--- src/rtl/gsd_pkg.sv ---
`default_nettype none

package gsd_pkg;

  // Field widths
  localparam int unsigned SampleW = 16;
  localparam int unsigned MagW    = 8;   // squares used only for magnitudes <= 200
  localparam int unsigned SqW     = 16;
  localparam int unsigned SumW    = 18;
  localparam int unsigned AccW    = 18;
  localparam int unsigned EnergyW = 16;
  localparam int unsigned NumAxes = 3;

  // Thresholds and fixed terms
  localparam logic [SampleW-1:0] WrapLimit = 16'd60000;
  localparam logic [SampleW-1:0] MagLimit  = 16'd200;
  localparam logic [EnergyW-1:0] BigTerm   = 16'd60000;
  localparam logic [SumW-1:0]    TermCap   = 18'd65000;
  localparam logic [AccW-1:0]    AccMax    = 18'd262143;
  localparam logic [EnergyW-1:0] ThreshRst = 16'd10;

  // Load strobes and priming mark shared by the axis lanes
  typedef struct packed {
    logic load_s1;   // input transfer into stage 1
    logic load_s2;   // stage 1 moves to stage 2
    logic prime;     // item at the input is the priming sample
  } gsd_lane_ctl_t;

  // Load strobe and priming mark for the merge stage
  typedef struct packed {
    logic load_out;  // stage 2 moves into the output register
    logic prime;     // item in stage 2 is the priming sample
  } gsd_merge_ctl_t;

endpackage

`default_nettype wire

--- src/rtl/gsd_axis_lane.sv ---
`default_nettype none

module gsd_axis_lane
  import gsd_pkg::*;
(
  input  wire logic                clk,
  input  wire logic                rst_n,
  input  wire gsd_lane_ctl_t       ctl,
  input  wire logic [SampleW-1:0]  sample,
  output logic      [SqW-1:0]      sq,
  output logic                     over
);

  logic [SampleW-1:0] mean_r, mean_nxt;
  logic [SampleW-1:0] diff;
  logic [SampleW-1:0] mag;
  logic [MagW-1:0]    mag_r;
  logic               over1_r;
  logic [SqW-1:0]     sq_r;
  logic               over2_r;

  // Halving running mean, loaded outright by the priming sample
  always_comb begin
    if (ctl.prime) begin
      mean_nxt = sample;
    end else begin
      mean_nxt = (mean_r >> 1) + (sample >> 1);
    end
  end

  // Wrapped difference, folded back to its magnitude when above WrapLimit
  assign diff = mean_nxt - sample;
  assign mag  = (diff > WrapLimit) ? (SampleW'(0) - diff) : diff;

  always_ff @(posedge clk) begin
    if (!rst_n) begin
      mean_r <= '0;
    end else if (ctl.load_s1) begin
      mean_r <= mean_nxt;
    end
  end

  // Stage 1: hold magnitude and range flag
  always_ff @(posedge clk) begin
    if (ctl.load_s1) begin
      mag_r   <= mag[MagW-1:0];
      over1_r <= (mag > MagLimit);
    end
  end

  // Stage 2: square the magnitude
  always_ff @(posedge clk) begin
    if (ctl.load_s2) begin
      sq_r    <= SqW'(mag_r * mag_r);
      over2_r <= over1_r;
    end
  end

  assign sq   = sq_r;
  assign over = over2_r;

endmodule

`default_nettype wire

--- src/rtl/gsd_energy_merge.sv ---
`default_nettype none

module gsd_energy_merge
  import gsd_pkg::*;
(
  input  wire logic                clk,
  input  wire logic                rst_n,
  input  wire gsd_merge_ctl_t      ctl,
  input  wire logic [SqW-1:0]      sq_x,
  input  wire logic [SqW-1:0]      sq_y,
  input  wire logic [SqW-1:0]      sq_z,
  input  wire logic [NumAxes-1:0]  over,
  input  wire logic                cfg_wr_en,
  input  wire logic [EnergyW-1:0]  cfg_wr_data,
  output logic      [EnergyW-1:0]  energy,
  output logic                     still
);

  logic [EnergyW-1:0] thresh_r;
  logic [AccW-1:0]    acc_r, acc_nxt;
  logic [SumW-1:0]    sum;
  logic [EnergyW-1:0] term;
  logic [AccW:0]      acc_sum;
  logic [EnergyW-1:0] energy_nxt;
  logic [EnergyW-1:0] energy_r;
  logic               still_r;

  // Threshold register
  always_ff @(posedge clk) begin
    if (!rst_n) begin
      thresh_r <= ThreshRst;
    end else if (cfg_wr_en) begin
      thresh_r <= cfg_wr_data;
    end
  end

  // Combine lane squares into one energy term
  always_comb begin
    sum = SumW'(sq_x) + SumW'(sq_y) + SumW'(sq_z);
    if (|over) begin
      term = BigTerm;
    end else if (sum > TermCap) begin
      term = TermCap[EnergyW-1:0];
    end else begin
      term = sum[EnergyW-1:0];
    end
  end

  // Leaky accumulator, held across the priming sample
  always_comb begin
    acc_sum = (AccW+1)'(acc_r) - (AccW+1)'(acc_r >> 2) + (AccW+1)'(term);
    if (ctl.prime) begin
      acc_nxt = acc_r;
    end else if (acc_sum > (AccW+1)'(AccMax)) begin
      acc_nxt = AccMax;
    end else begin
      acc_nxt = acc_sum[AccW-1:0];
    end
    energy_nxt = acc_nxt[AccW-1:2];
  end

  always_ff @(posedge clk) begin
    if (!rst_n) begin
      acc_r <= '0;
    end else if (ctl.load_out) begin
      acc_r <= acc_nxt;
    end
  end

  // Output register
  always_ff @(posedge clk) begin
    if (ctl.load_out) begin
      energy_r <= energy_nxt;
      still_r  <= (energy_nxt <= thresh_r);
    end
  end

  assign energy = energy_r;
  assign still  = still_r;

endmodule

`default_nettype wire

--- src/rtl/gyro_stillness_detector_unit.sv ---
// Input transfer loads stage 1; a result passes stage 2 and the output register before it is valid.
// Throughput: one sample set per cycle; the two lane stages and the output
//   register form one ready chain, so a stalled result blocks input only once
//   all three stages hold a sample set.
// Reset (rst_n, synchronous, active low): pipeline empty, means and energy
//   accumulator zero, next sample primes the means, threshold back to 10.
`default_nettype none

module gyro_stillness_detector_unit
  import gsd_pkg::*;
(
  input  wire logic        clk,
  input  wire logic        rst_n,
  input  wire logic        in_tvalid,
  output logic             in_tready,
  input  wire logic [47:0] in_tdata,    // [15:0] gyro_x_sample, [31:16] gyro_y_sample,
                                         // [47:32] gyro_z_sample
  output logic             out_tvalid,
  input  wire logic        out_tready,
  output logic      [15:0] out_tdata,   // [15:0] motion_energy
  output logic             out_tuser,   // [0] is_still
  input  wire logic        cfg_wr_en,
  input  wire logic [15:0] cfg_wr_data
);

  logic           primed_r;
  logic           v1_r, v2_r, vo_r;
  logic           p1_r, p2_r;
  logic           accept, adv1, adv2, out_free, s1_free, s2_free;
  gsd_lane_ctl_t  lane_ctl;
  gsd_merge_ctl_t merge_ctl;
  logic [SqW-1:0] sq_x, sq_y, sq_z;
  logic [NumAxes-1:0] over;
  logic [EnergyW-1:0] energy;
  logic           still;

  // Stage advance chain
  assign out_free  = !vo_r || out_tready;
  assign adv2      = v2_r && out_free;
  assign s2_free   = !v2_r || adv2;
  assign adv1      = v1_r && s2_free;
  assign s1_free   = !v1_r || adv1;
  assign in_tready = s1_free;
  assign accept    = in_tvalid && in_tready;

  // Valid bits and priming marks
  always_ff @(posedge clk) begin
    if (!rst_n) begin
      primed_r <= 1'b0;
      v1_r     <= 1'b0;
      v2_r     <= 1'b0;
      vo_r     <= 1'b0;
      p1_r     <= 1'b0;
      p2_r     <= 1'b0;
    end else begin
      if (accept) begin
        primed_r <= 1'b1;
        p1_r     <= !primed_r;
      end
      if (adv1) begin
        p2_r <= p1_r;
      end
      v1_r <= accept || (v1_r && !adv1);
      v2_r <= adv1 || (v2_r && !adv2);
      vo_r <= adv2 || (vo_r && !out_tready);
    end
  end

  assign lane_ctl.load_s1   = accept;
  assign lane_ctl.load_s2   = adv1;
  assign lane_ctl.prime     = !primed_r;
  assign merge_ctl.load_out = adv2;
  assign merge_ctl.prime    = p2_r;

  gsd_axis_lane u_lane_x (
    .clk    (clk),
    .rst_n  (rst_n),
    .ctl    (lane_ctl),
    .sample (in_tdata[15:0]),
    .sq     (sq_x),
    .over   (over[0])
  );

  gsd_axis_lane u_lane_y (
    .clk    (clk),
    .rst_n  (rst_n),
    .ctl    (lane_ctl),
    .sample (in_tdata[31:16]),
    .sq     (sq_y),
    .over   (over[1])
  );

  gsd_axis_lane u_lane_z (
    .clk    (clk),
    .rst_n  (rst_n),
    .ctl    (lane_ctl),
    .sample (in_tdata[47:32]),
    .sq     (sq_z),
    .over   (over[2])
  );

  gsd_energy_merge u_merge (
    .clk         (clk),
    .rst_n       (rst_n),
    .ctl         (merge_ctl),
    .sq_x        (sq_x),
    .sq_y        (sq_y),
    .sq_z        (sq_z),
    .over        (over),
    .cfg_wr_en   (cfg_wr_en),
    .cfg_wr_data (cfg_wr_data),
    .energy      (energy),
    .still       (still)
  );

  assign out_tvalid = vo_r;
  assign out_tdata  = energy;
  assign out_tuser  = still;

endmodule

`default_nettype wire

--- config.mk ---
export PLATFORM = sky130hd
export DESIGN_NAME = gyro_stillness_detector_unit
export DESIGN_NICKNAME = d
export VERILOG_FILES = /design/src/rtl/gsd_pkg.sv /design/src/rtl/gsd_axis_lane.sv /design/src/rtl/gsd_energy_merge.sv /design/src/rtl/gyro_stillness_detector_unit.sv
export SDC_FILE = /design/constraint.sdc
export NUM_CORES = 1
export LEC_CHECK = 0
export BUFFER_PORTS_ARGS = -buffer_cell sky130_fd_sc_hd__buf_2
export CORE_ASPECT_RATIO = 0.8
export CORE_UTILIZATION = 45
export DETAILED_ROUTE_END_ITERATION = 7
export PLACE_DENSITY = 0.65
export SLEW_MARGIN = 20
export SYNTH_ARGS = -nofsm -noshare
export SYNTH_HDL_FRONTEND = slang
export SYNTH_SLANG_ARGS = --single-unit
--- constraint.sdc ---
create_clock -name clk -period 11.1 [get_ports clk]
set_input_delay 2.22 -clock clk [delete_from_list [all_inputs] [get_ports clk]]
set_output_delay 2.22 -clock clk [all_outputs]
set_load 0.005 [all_outputs]
* After elaboration in Yosys (flattened, before gate mapping)
Index checks and enable logic that the tools add are counted.
** Operators by class
- Equal/unequal tests :: 0
- Add/sub/neg operators :: 13
- Order comparisons :: 9
- Bitwise gates (word level) :: 1
- Multiply operators :: 3
- Div/mod/pow operators :: 0
- Shifts and indexed selects :: 0
- Reductions and logical operators :: 21
- Muxes and demuxes :: 10
** Operators by type and width (number)
- 2-to-1 mux 16 bit :: 8
- adder 15 x 15 -> 16 bit :: 3
- > comparator 16 bit (second input constant) :: 3
- > comparator 16 x 8 -> 1 bit (second input constant) :: 3
- multiplier 8 x 8 -> 16 bit :: 3
- subtractor 1 x 16 -> 16 bit (first input constant) :: 3
- subtractor 16 bit :: 3
- 2-to-1 mux 18 bit :: 2
- adder 19 x 16 -> 19 bit :: 1
- > comparator 19 x 18 -> 1 bit (second input constant) :: 1
- subtractor 18 x 16 -> 19 bit :: 1
- adder 18 x 16 -> 18 bit :: 1
- > comparator 18 x 16 -> 1 bit (second input constant) :: 1
- adder 16 x 16 -> 17 bit :: 1
- less-or-equal comparator 16 bit :: 1
- zero test 1 bit :: 7
- logical AND 1 bit :: 6
- logical OR 1 bit :: 6
- OR reduction 3 bit :: 1
- AND reduction 2 bit :: 1
- NOT 1 bit :: 1
** Storage, ports and cells
- RAM bits :: 0
- Output and inout bits :: 19
- Memories :: 0
- Memory bits (read-only) :: 0
- Bits in registers :: 183
- Latch bits :: 0
- Logic and storage cells :: 83

* Longest topological paths before layout
Gate-level depths: netlist (run 1).
- Depth in word-level cells :: 10
- Gate-level depth with buffers :: 48
- Mapped depth without buffers :: 47

* Hierarchy
From an unflattened synthesis (run 1), not the netlist that was laid out.
** Unflattened totals
- Cell total of the unflattened synthesis :: 2267
- Area, all modules :: 20153.1 um^2
** By module, submodules not included
- gsd_axis_lane (u_lane_y) :: sequential area each 1051.0 um^2, area each 5102.4 um^2, cells each 586, instances 1
- gsd_energy_merge :: sequential area each 1191.1 um^2, area each 4948.5 um^2, cells each 565, instances 1
- gsd_axis_lane (u_lane_x) :: sequential area each 1051.0 um^2, area each 4942.2 um^2, cells each 535, instances 1
- gsd_axis_lane (u_lane_z) :: sequential area each 1051.0 um^2, area each 4921.0 um^2, cells each 557, instances 1
- gyro_stillness_detector_unit :: sequential area each 120.1 um^2, area each 239.0 um^2, cells each 24, instances 1

* Least setup slack after synthesis (run 1)
OpenSTA, ideal clock, no wires.
- Path type :: reg-to-reg
- Start point :: register u_lane_x.sq_r[3] (netlist: u_lane_x.sq[3])
- End point :: register u_merge.still_r (netlist: u_merge.still) (data pin)
- Arrival :: 8.876 ns
- Required time :: 10.948 ns
- Period minus slack after synthesis :: 9.028 ns
- Slack :: 2.072 ns
- Stages on the path, launching flop included :: 48
- Cells stage by stage :: edfxtp_1 > ha_1 > a21oi_1 > nor2_1 > nor2_1 > o21bai_1 > a21oi_1 > o21bai_1 > a21oi_1 > o21bai_1 > a2111o_1 > nand2_1 > xnor2_1 > ha_1 > or3_1 > o311ai_1 > nor2b_1 > mux2i_1 > (+12 left out) > a41oi_1 > a21oi_1 > xnor2_1 > buf_2 > and3_1 > a21oi_1 > ha_1 > nor2b_1 > o21a_1 > o21a_1 > o21a_1 > o21a_1 > o21a_1 > o21a_1 > o21ai_0 > a21boi_0 > o21a_1 > o22ai_1
** Between the ends
- Longest elaborated chain between the ends :: 10
** RTL lines
- start, declared :: line gsd_axis_lane.sv:19 : logic [SqW-1:0] sq_r;
- start signal, assigned :: line gsd_axis_lane.sv:54 : sq_r <= SqW'(mag_r * mag_r);
- adder 16 x 16 -> 17 bit * :: line gsd_energy_merge.sv:39 : sum = SumW'(sq_x) + SumW'(sq_y) + SumW'(sq_z);
- adder 18 x 16 -> 18 bit * :: line gsd_energy_merge.sv:39
- > comparator 18 x 16 -> 1 bit :: line gsd_energy_merge.sv:42 : end else if (sum > TermCap) begin
- 2-to-1 mux 16 bit * :: line gsd_energy_merge.sv:42
- 2-to-1 mux 16 bit * :: line gsd_energy_merge.sv:40 : if (|over) begin
- adder 19 x 16 -> 19 bit * :: line gsd_energy_merge.sv:51 : acc_sum = (AccW+1)'(acc_r) - (AccW+1)'(acc_r >> 2) + (AccW+1)'(term);
- > comparator 19 x 18 -> 1 bit :: line gsd_energy_merge.sv:54 : end else if (acc_sum > (AccW+1)'(AccMax)) begin
- 2-to-1 mux 18 bit * :: line gsd_energy_merge.sv:54
- 2-to-1 mux 18 bit * :: line gsd_energy_merge.sv:52 : if (ctl.prime) begin
- via u_merge.acc_nxt[3] :: line gsd_energy_merge.sv:20 : logic [AccW-1:0] acc_r, acc_nxt;
- less-or-equal comparator 16 bit * :: line gsd_energy_merge.sv:74 : still_r <= (energy_nxt <= thresh_r);
- end signal, assigned :: line gsd_energy_merge.sv:74
- end, declared :: line gsd_energy_merge.sv:26 : logic still_r;
The timed path passes the listed nets; every way through them passes the cells marked *.
A chain may end at the register's enable or synchronous reset.

* Final worst setup path (run 1)
Same ends and word-level chain as after synthesis.

==> impl_metrics.ini, run 1 <==
[synth]
syn_avg_cell_area_um2 = 8.72
yosysUniqueCellTypes = 104
ys_warn_count = 0
synth_area_um2 = 19500
synth_edf_count = 92
synthesis.nets = 2651
synth-seq-area-share_pct = 22.9
synth_ff_type = edfxtp_1
synthCells = 2234
async_flop_share_pct = 0
synth_seq_cells = 177

[route]
dr_total_vias = 15600
route.detailed.drc = 0
wl_per_cell_um = 15.4
drt_iter0_drc = 908
viasPerCell = 5.46
wirelength_um = 43900
drt_first_pass_iters = 5
ant_nets = 0

[floorplan]
ios = 88
die-area_um2 = 44100
die_y_um = 188
core_area_um2 = 42300
die_w_um = 235
initial_core_util_pct = 46.1
rows = 67

[setup_path]
crit_fanout = 21
required_ns = 11.41
cp_slowest_stage_delay_ns = 0.49
end_kind = flip-flop
startpoint_type = flip-flop
crit_path_frequent_cell = o21a_1
cp.arrival_ns = 10.38
slowest_stage = fa_1
critPathKind = reg -> reg

[place]
place_area_um2 = 20400
gp_congestion = 0.897
io_buffers = 87
dp_slack_ns = 1.15
place_hpwl_um = 35000

[cts]
cts_buffers = 17
htreeDepth = 4
cts_resized = 0
clockBufferDepth = 2
cts.sink_count = 177
cts_hold_buffers = 0
cts_tree = built
root_buffer = clkbuf_16
clk_latency_ns = 0.47
clkTransAtPathRegs_ns = 0.07
post_cts.repair.setup_buffers = 0

[finish]
fin_area_um2 = 21100
most-common-layout-cells = ha_1, inv_1, nand2_1
nets = 2710
syn_to_final_growth_pct = 8.10
final_common_cell = ha_1
drive_gt1_share_pct = 8.54

[grt]
grtUsageTotal_pct = 20.5
grt_start_max_net_pins = 71
grt_overflow = 0
antenna_found_initial = 1
grt_pass1_vias = 15200
grt_pass1_wl_um = 73700

[status]
outcome = completed

[sta]
rsz0062_at_grt = no
finClkSkew_ns = 0.0148
setup-tns-final_ns = 0
hold_ws_ns = 0.461
worst_slack_ns = 1.04
slew_viol_final = 0
period_share_pct = 90.6
fin_crit_ns = 10.06
setup_violations = 0
tightestPinTransition_ns = 1.03
fmax_ghz = 0.0994
hold_violations = 0
slew_headroom_pct = 31.2

[pwr]
p_seq_share_pct = 16.3
p_leak_nw = 9.59
powerDensity_nw_per_um2 = 364
power.total_mw = 7.67
ir_worst_vdd_v = 0.000285
netSwitchingFraction_pct = 46.3
p_int_mw = 4.11
p_clk_share_pct = 8.2
combPwrFrac_pct = 75.5
p_switching_mw = 3.55

[min_path]
hp-class = reg -> reg

[job]
cap_violations = 0
[metrics by stage]
stage          utilization (%)  cells
3_5_place_dp              48.4   2826
3_3_place_gp              48.4   2826
6_report                  49.8   2860
5_1_grt                   49.8   2859
4_1_cts                   49.8   2858
2_1_floorplan                -   2234
[worst max-delay path: cells and delay by family, from the launching register on]
kind	cells	cell delay, ns
mux	1	0.14
buf+inv	2	0.28
flops	1	0.38
compound gates	28	5.53
fa+ha+maj	5	1.75
simple gates	9	1.61
xor+xnor	2	0.23
[power by group through the flow]
stage	Clock, mW	Sequential, mW	Combinational, mW
after global placement	0	1.26	5.60
final	0.633	1.25	5.79
after detailed placement	0	1.26	5.75
after global routing	0.672	1.26	6.60
after floorplan	0	1.19	4.75
after CTS	0.651	1.25	5.83
[cell families after synthesis]
| logic type | Yosys count | share of synthesized area [%] |
|---|---|---|
| mux | 45 | 2.35 |
| fa+ha+maj | 348 | 26.1 |
| simple gates | 663 | 16.7 |
| xor+xnor | 170 | 7.68 |
| flops | 177 | 22.9 |
| compound gates | 548 | 18.5 |
| buf+inv | 283 | 5.62 |
[cell type report]
cell class | count | area [µm²]
Sequential cell | 177 | 4470
Inverter | 228 | 856
Timing Repair Buffer | 95 | 495
Tap cell | 552 | 691
Antenna cell | 2 | 5.00
Clock inverter | 14 | 155
Clock buffer | 18 | 450
Fill cell | 3930 | 21200
Multi-Input combinational cell | 1774 | 13900
[per-layer routing]
metal	up-vias	GRT usage, %	wire length [µm]
met4	0	3.97	478
li1	7955	-	-
met1	7293	28.9	21800
met3	33	3.39	1950
met2	333	32.8	19700
met5	-	0	0
[path summary, 6_finish.rpt]
kind	slack [ns]	depth (start not counted)	to	startpoint
min reg2reg	0.46	2	u_lane_z.mean_r[10]$_SDFFE_PN0P_	u_lane_z.mean_r[10]$_SDFFE_PN0P_
max reg2reg	1.04	47	u_merge.still$_DFFE_PP_	u_lane_x.sq[3]$_DFFE_PP_
max	1.04	47	u_merge.still$_DFFE_PP_	u_lane_x.sq[3]$_DFFE_PP_
min	0.46	2	u_lane_z.mean_r[10]$_SDFFE_PN0P_	u_lane_z.mean_r[10]$_SDFFE_PN0P_
[cell usage after synthesis (33+ instances only)]
cell type,n,area [µm²]
mux2i_1,39,390
xnor2_1,113,990
dfxtp_1,85,1700
ha_1,250,3130
nor3_1,50,250
and2_1,62,388
nand2_1,205,769
a21oi_1,165,826
nor2_1,149,559
fa_1,98,1960
nand2b_1,35,219
xor2_1,56,490
edfxtp_1,92,2760
inv_1,226,848
nor2b_1,33,206
clkbuf_1,40,150
o21ai_0,113,566
a21o_1,36,270
[sequential cells by signal (all words and copies together) (netlist names), 8 cells and up]
name and count:
u_lane_z.sq 15, u_lane_x.mean_r 15, u_merge.acc_r 18, u_lane_z.mean_r 15, u_lane_x.mag_r 8, u_lane_y.mean_r 15, u_lane_y.mag_r 8, u_merge.energy 16
u_lane_y.sq 15, u_lane_x.sq 15, u_merge.thresh_r 16, u_lane_z.mag_r 8
Power figures use the tool's default switching activity.
==> run 2, diff against run 1 <==
- SKIP_CTS_REPAIR_TIMING: unset -> 1
- clock period: 11.1 -> 11.3 ns (I/O delays scaled with it)
==> impl_metrics.ini, run 2 (synthesis gave the netlist of run 1 again) <==
[status]
outcome = completed

[setup_path]
crit_fanout = 21
r2r_slack_ns = 1.12
crit_path_frequent_cell = o21a_1
r2r_end = u_merge.still$_DFFE_PP_
end_kind = flip-flop
cp.arrival_ns = 10.49
critPathKind = reg -> reg
startpoint_type = flip-flop
r2r_start = u_lane_x.sq[3]$_DFFE_PP_
r2r.worst_path.cells = 47
cp_slowest_stage_delay_ns = 0.49
slowest_stage = fa_1
required_ns = 11.61

[place]
place_hpwl_um = 35000
io_buffers = 87
gp_congestion = 0.897
dp_slack_ns = 1.40

[finish]
final_common_cell = ha_1
nets = 2710
most-common-layout-cells = ha_1, inv_1, nand2_1
post-route-util_pct = 49.8
largest_register_ffs = 18
syn_to_final_growth_pct = 8.08
drive_gt1_share_pct = 8.59
largest_register = u_merge.acc_r
n_antenna_cell = 0

[sta]
setup-tns-final_ns = 0
fmax_ghz = 0.0983
slew_headroom_pct = 36.4
tightestPinTransition_ns = 0.947
worst_slack_ns = 1.12
setup_violations = 0
finClkSkew_ns = 0.0178
slew_viol_final = 0
fin_crit_ns = 10.18
hold_violations = 0
rsz0062_at_grt = no
period_share_pct = 90.1

[pwr]
power.total_mw = 7.53
powerDensity_nw_per_um2 = 358
ir_worst_vdd_v = 0.000261
p_leak_nw = 9.59

[route]
drt_iter0_drc = 899
route.detailed.drc = 0
ant_nets = 0
drt_first_pass_iters = 5
viasPerCell = 5.47
wirelength_um = 43900
wl_per_cell_um = 15.4
dr_total_vias = 15600

[grt]
antenna_found_initial = 0
grt_pass1_wl_um = 73400
grtUsageTotal_pct = 20.4
grt_pass1_vias = 15100
grt_overflow = 0
grt_start_max_net_pins = 71

[cts]
htreeDepth = 4
cts_buffers = 17
root_buffer = clkbuf_16
clk_latency_ns = 0.48
clockBufferDepth = 2
cts.sink_count = 177
cts_tree = built
clkTransAtPathRegs_ns = 0.08

[job]
cap_violations = 0

[floorplan]
initial_core_util_pct = 46.1
rows = 67
die-area_um2 = 44100
core_area_um2 = 42300
die_y_um = 188
die_w_um = 235
ios = 88

[min_path]
whs_path_depth = 0
whs_endpoint = u_lane_y.over$_DFFE_PP_
hp-class = reg -> reg
min_from = u_lane_y.over1_r$_DFFE_PP_
==> run 2: changes by cell type in the layout (fill, tap and decap cells not counted) <==
cell,delta
diode_2,-2
and2_1,-1
and2_2,+1
==> run 2: worst max path at each step <==
stage | startpoint | endpoint | slack, ns
global route | u_lane_x.sq[3]$_DFFE_PP_ | u_merge.still$_DFFE_PP_ | 0.60
global placement | u_lane_x.sq[3]$_DFFE_PP_ | u_merge.still$_DFFE_PP_ | 1.62
detailed placement | u_lane_x.sq[3]$_DFFE_PP_ | u_merge.still$_DFFE_PP_ | 1.40
floorplan | u_lane_x.sq[3]$_DFFE_PP_ | u_merge.still$_DFFE_PP_ | 2.27
CTS | u_lane_x.sq[3]$_DFFE_PP_ | u_merge.still$_DFFE_PP_ | 1.21
finish | u_lane_x.sq[3]$_DFFE_PP_ | u_merge.still$_DFFE_PP_ | 1.12
==> run 2: through the flow <==
step                hold WS [ns]  cells  cell area (µm²)
finish                     0.450   2858            21000
global route               0.459   2858            21000
CTS                        0.453   2858            21000
detailed placement         0.444   2826            20400
global placement           0.444   2826            20400
floorplan                  0.400   2234            19500
==> run 2: power breakdown <==
group	switching, mW	internal, mW
combinational	3.05	2.63
sequential	0.128	1.10
clock	0.313	0.311
total	3.49	4.04
==> run 2: layer usage <==
layer / vias to the layer above / part of all wire, % / global-route usage [%]
li1: 7944 / - / -
met1: 7350 / 49 / 28.6
met2: 315 / 45 / 32.6
met3: 32 / 4.7 / 3.83
met4: 0 / 0.96 / 4.09
met5: - / 0 / 0
==> run 2: area by class of cell <==
class	instances	area, µm²
clock buffers	18	450
clock inverters	14	155
fillers	3975	21200
inverters	228	856
multi-input cells	1774	13900
flip-flops and latches	177	4470
well taps	552	691
repair buffers	95	495
==> run 2: critical path: cells and delay by family (launching register included) <==
kind / cells / cell delay [ns]
AOI/OAI and AO/OA: 28 / 5.62
xor gates and xnor gates: 2 / 0.24
adders and majority gates: 5 / 1.76
buffers and inverters: 2 / 0.28
DFF: 1 / 0.37
muxes: 1 / 0.13
and+or+nand+nor: 9 / 1.61
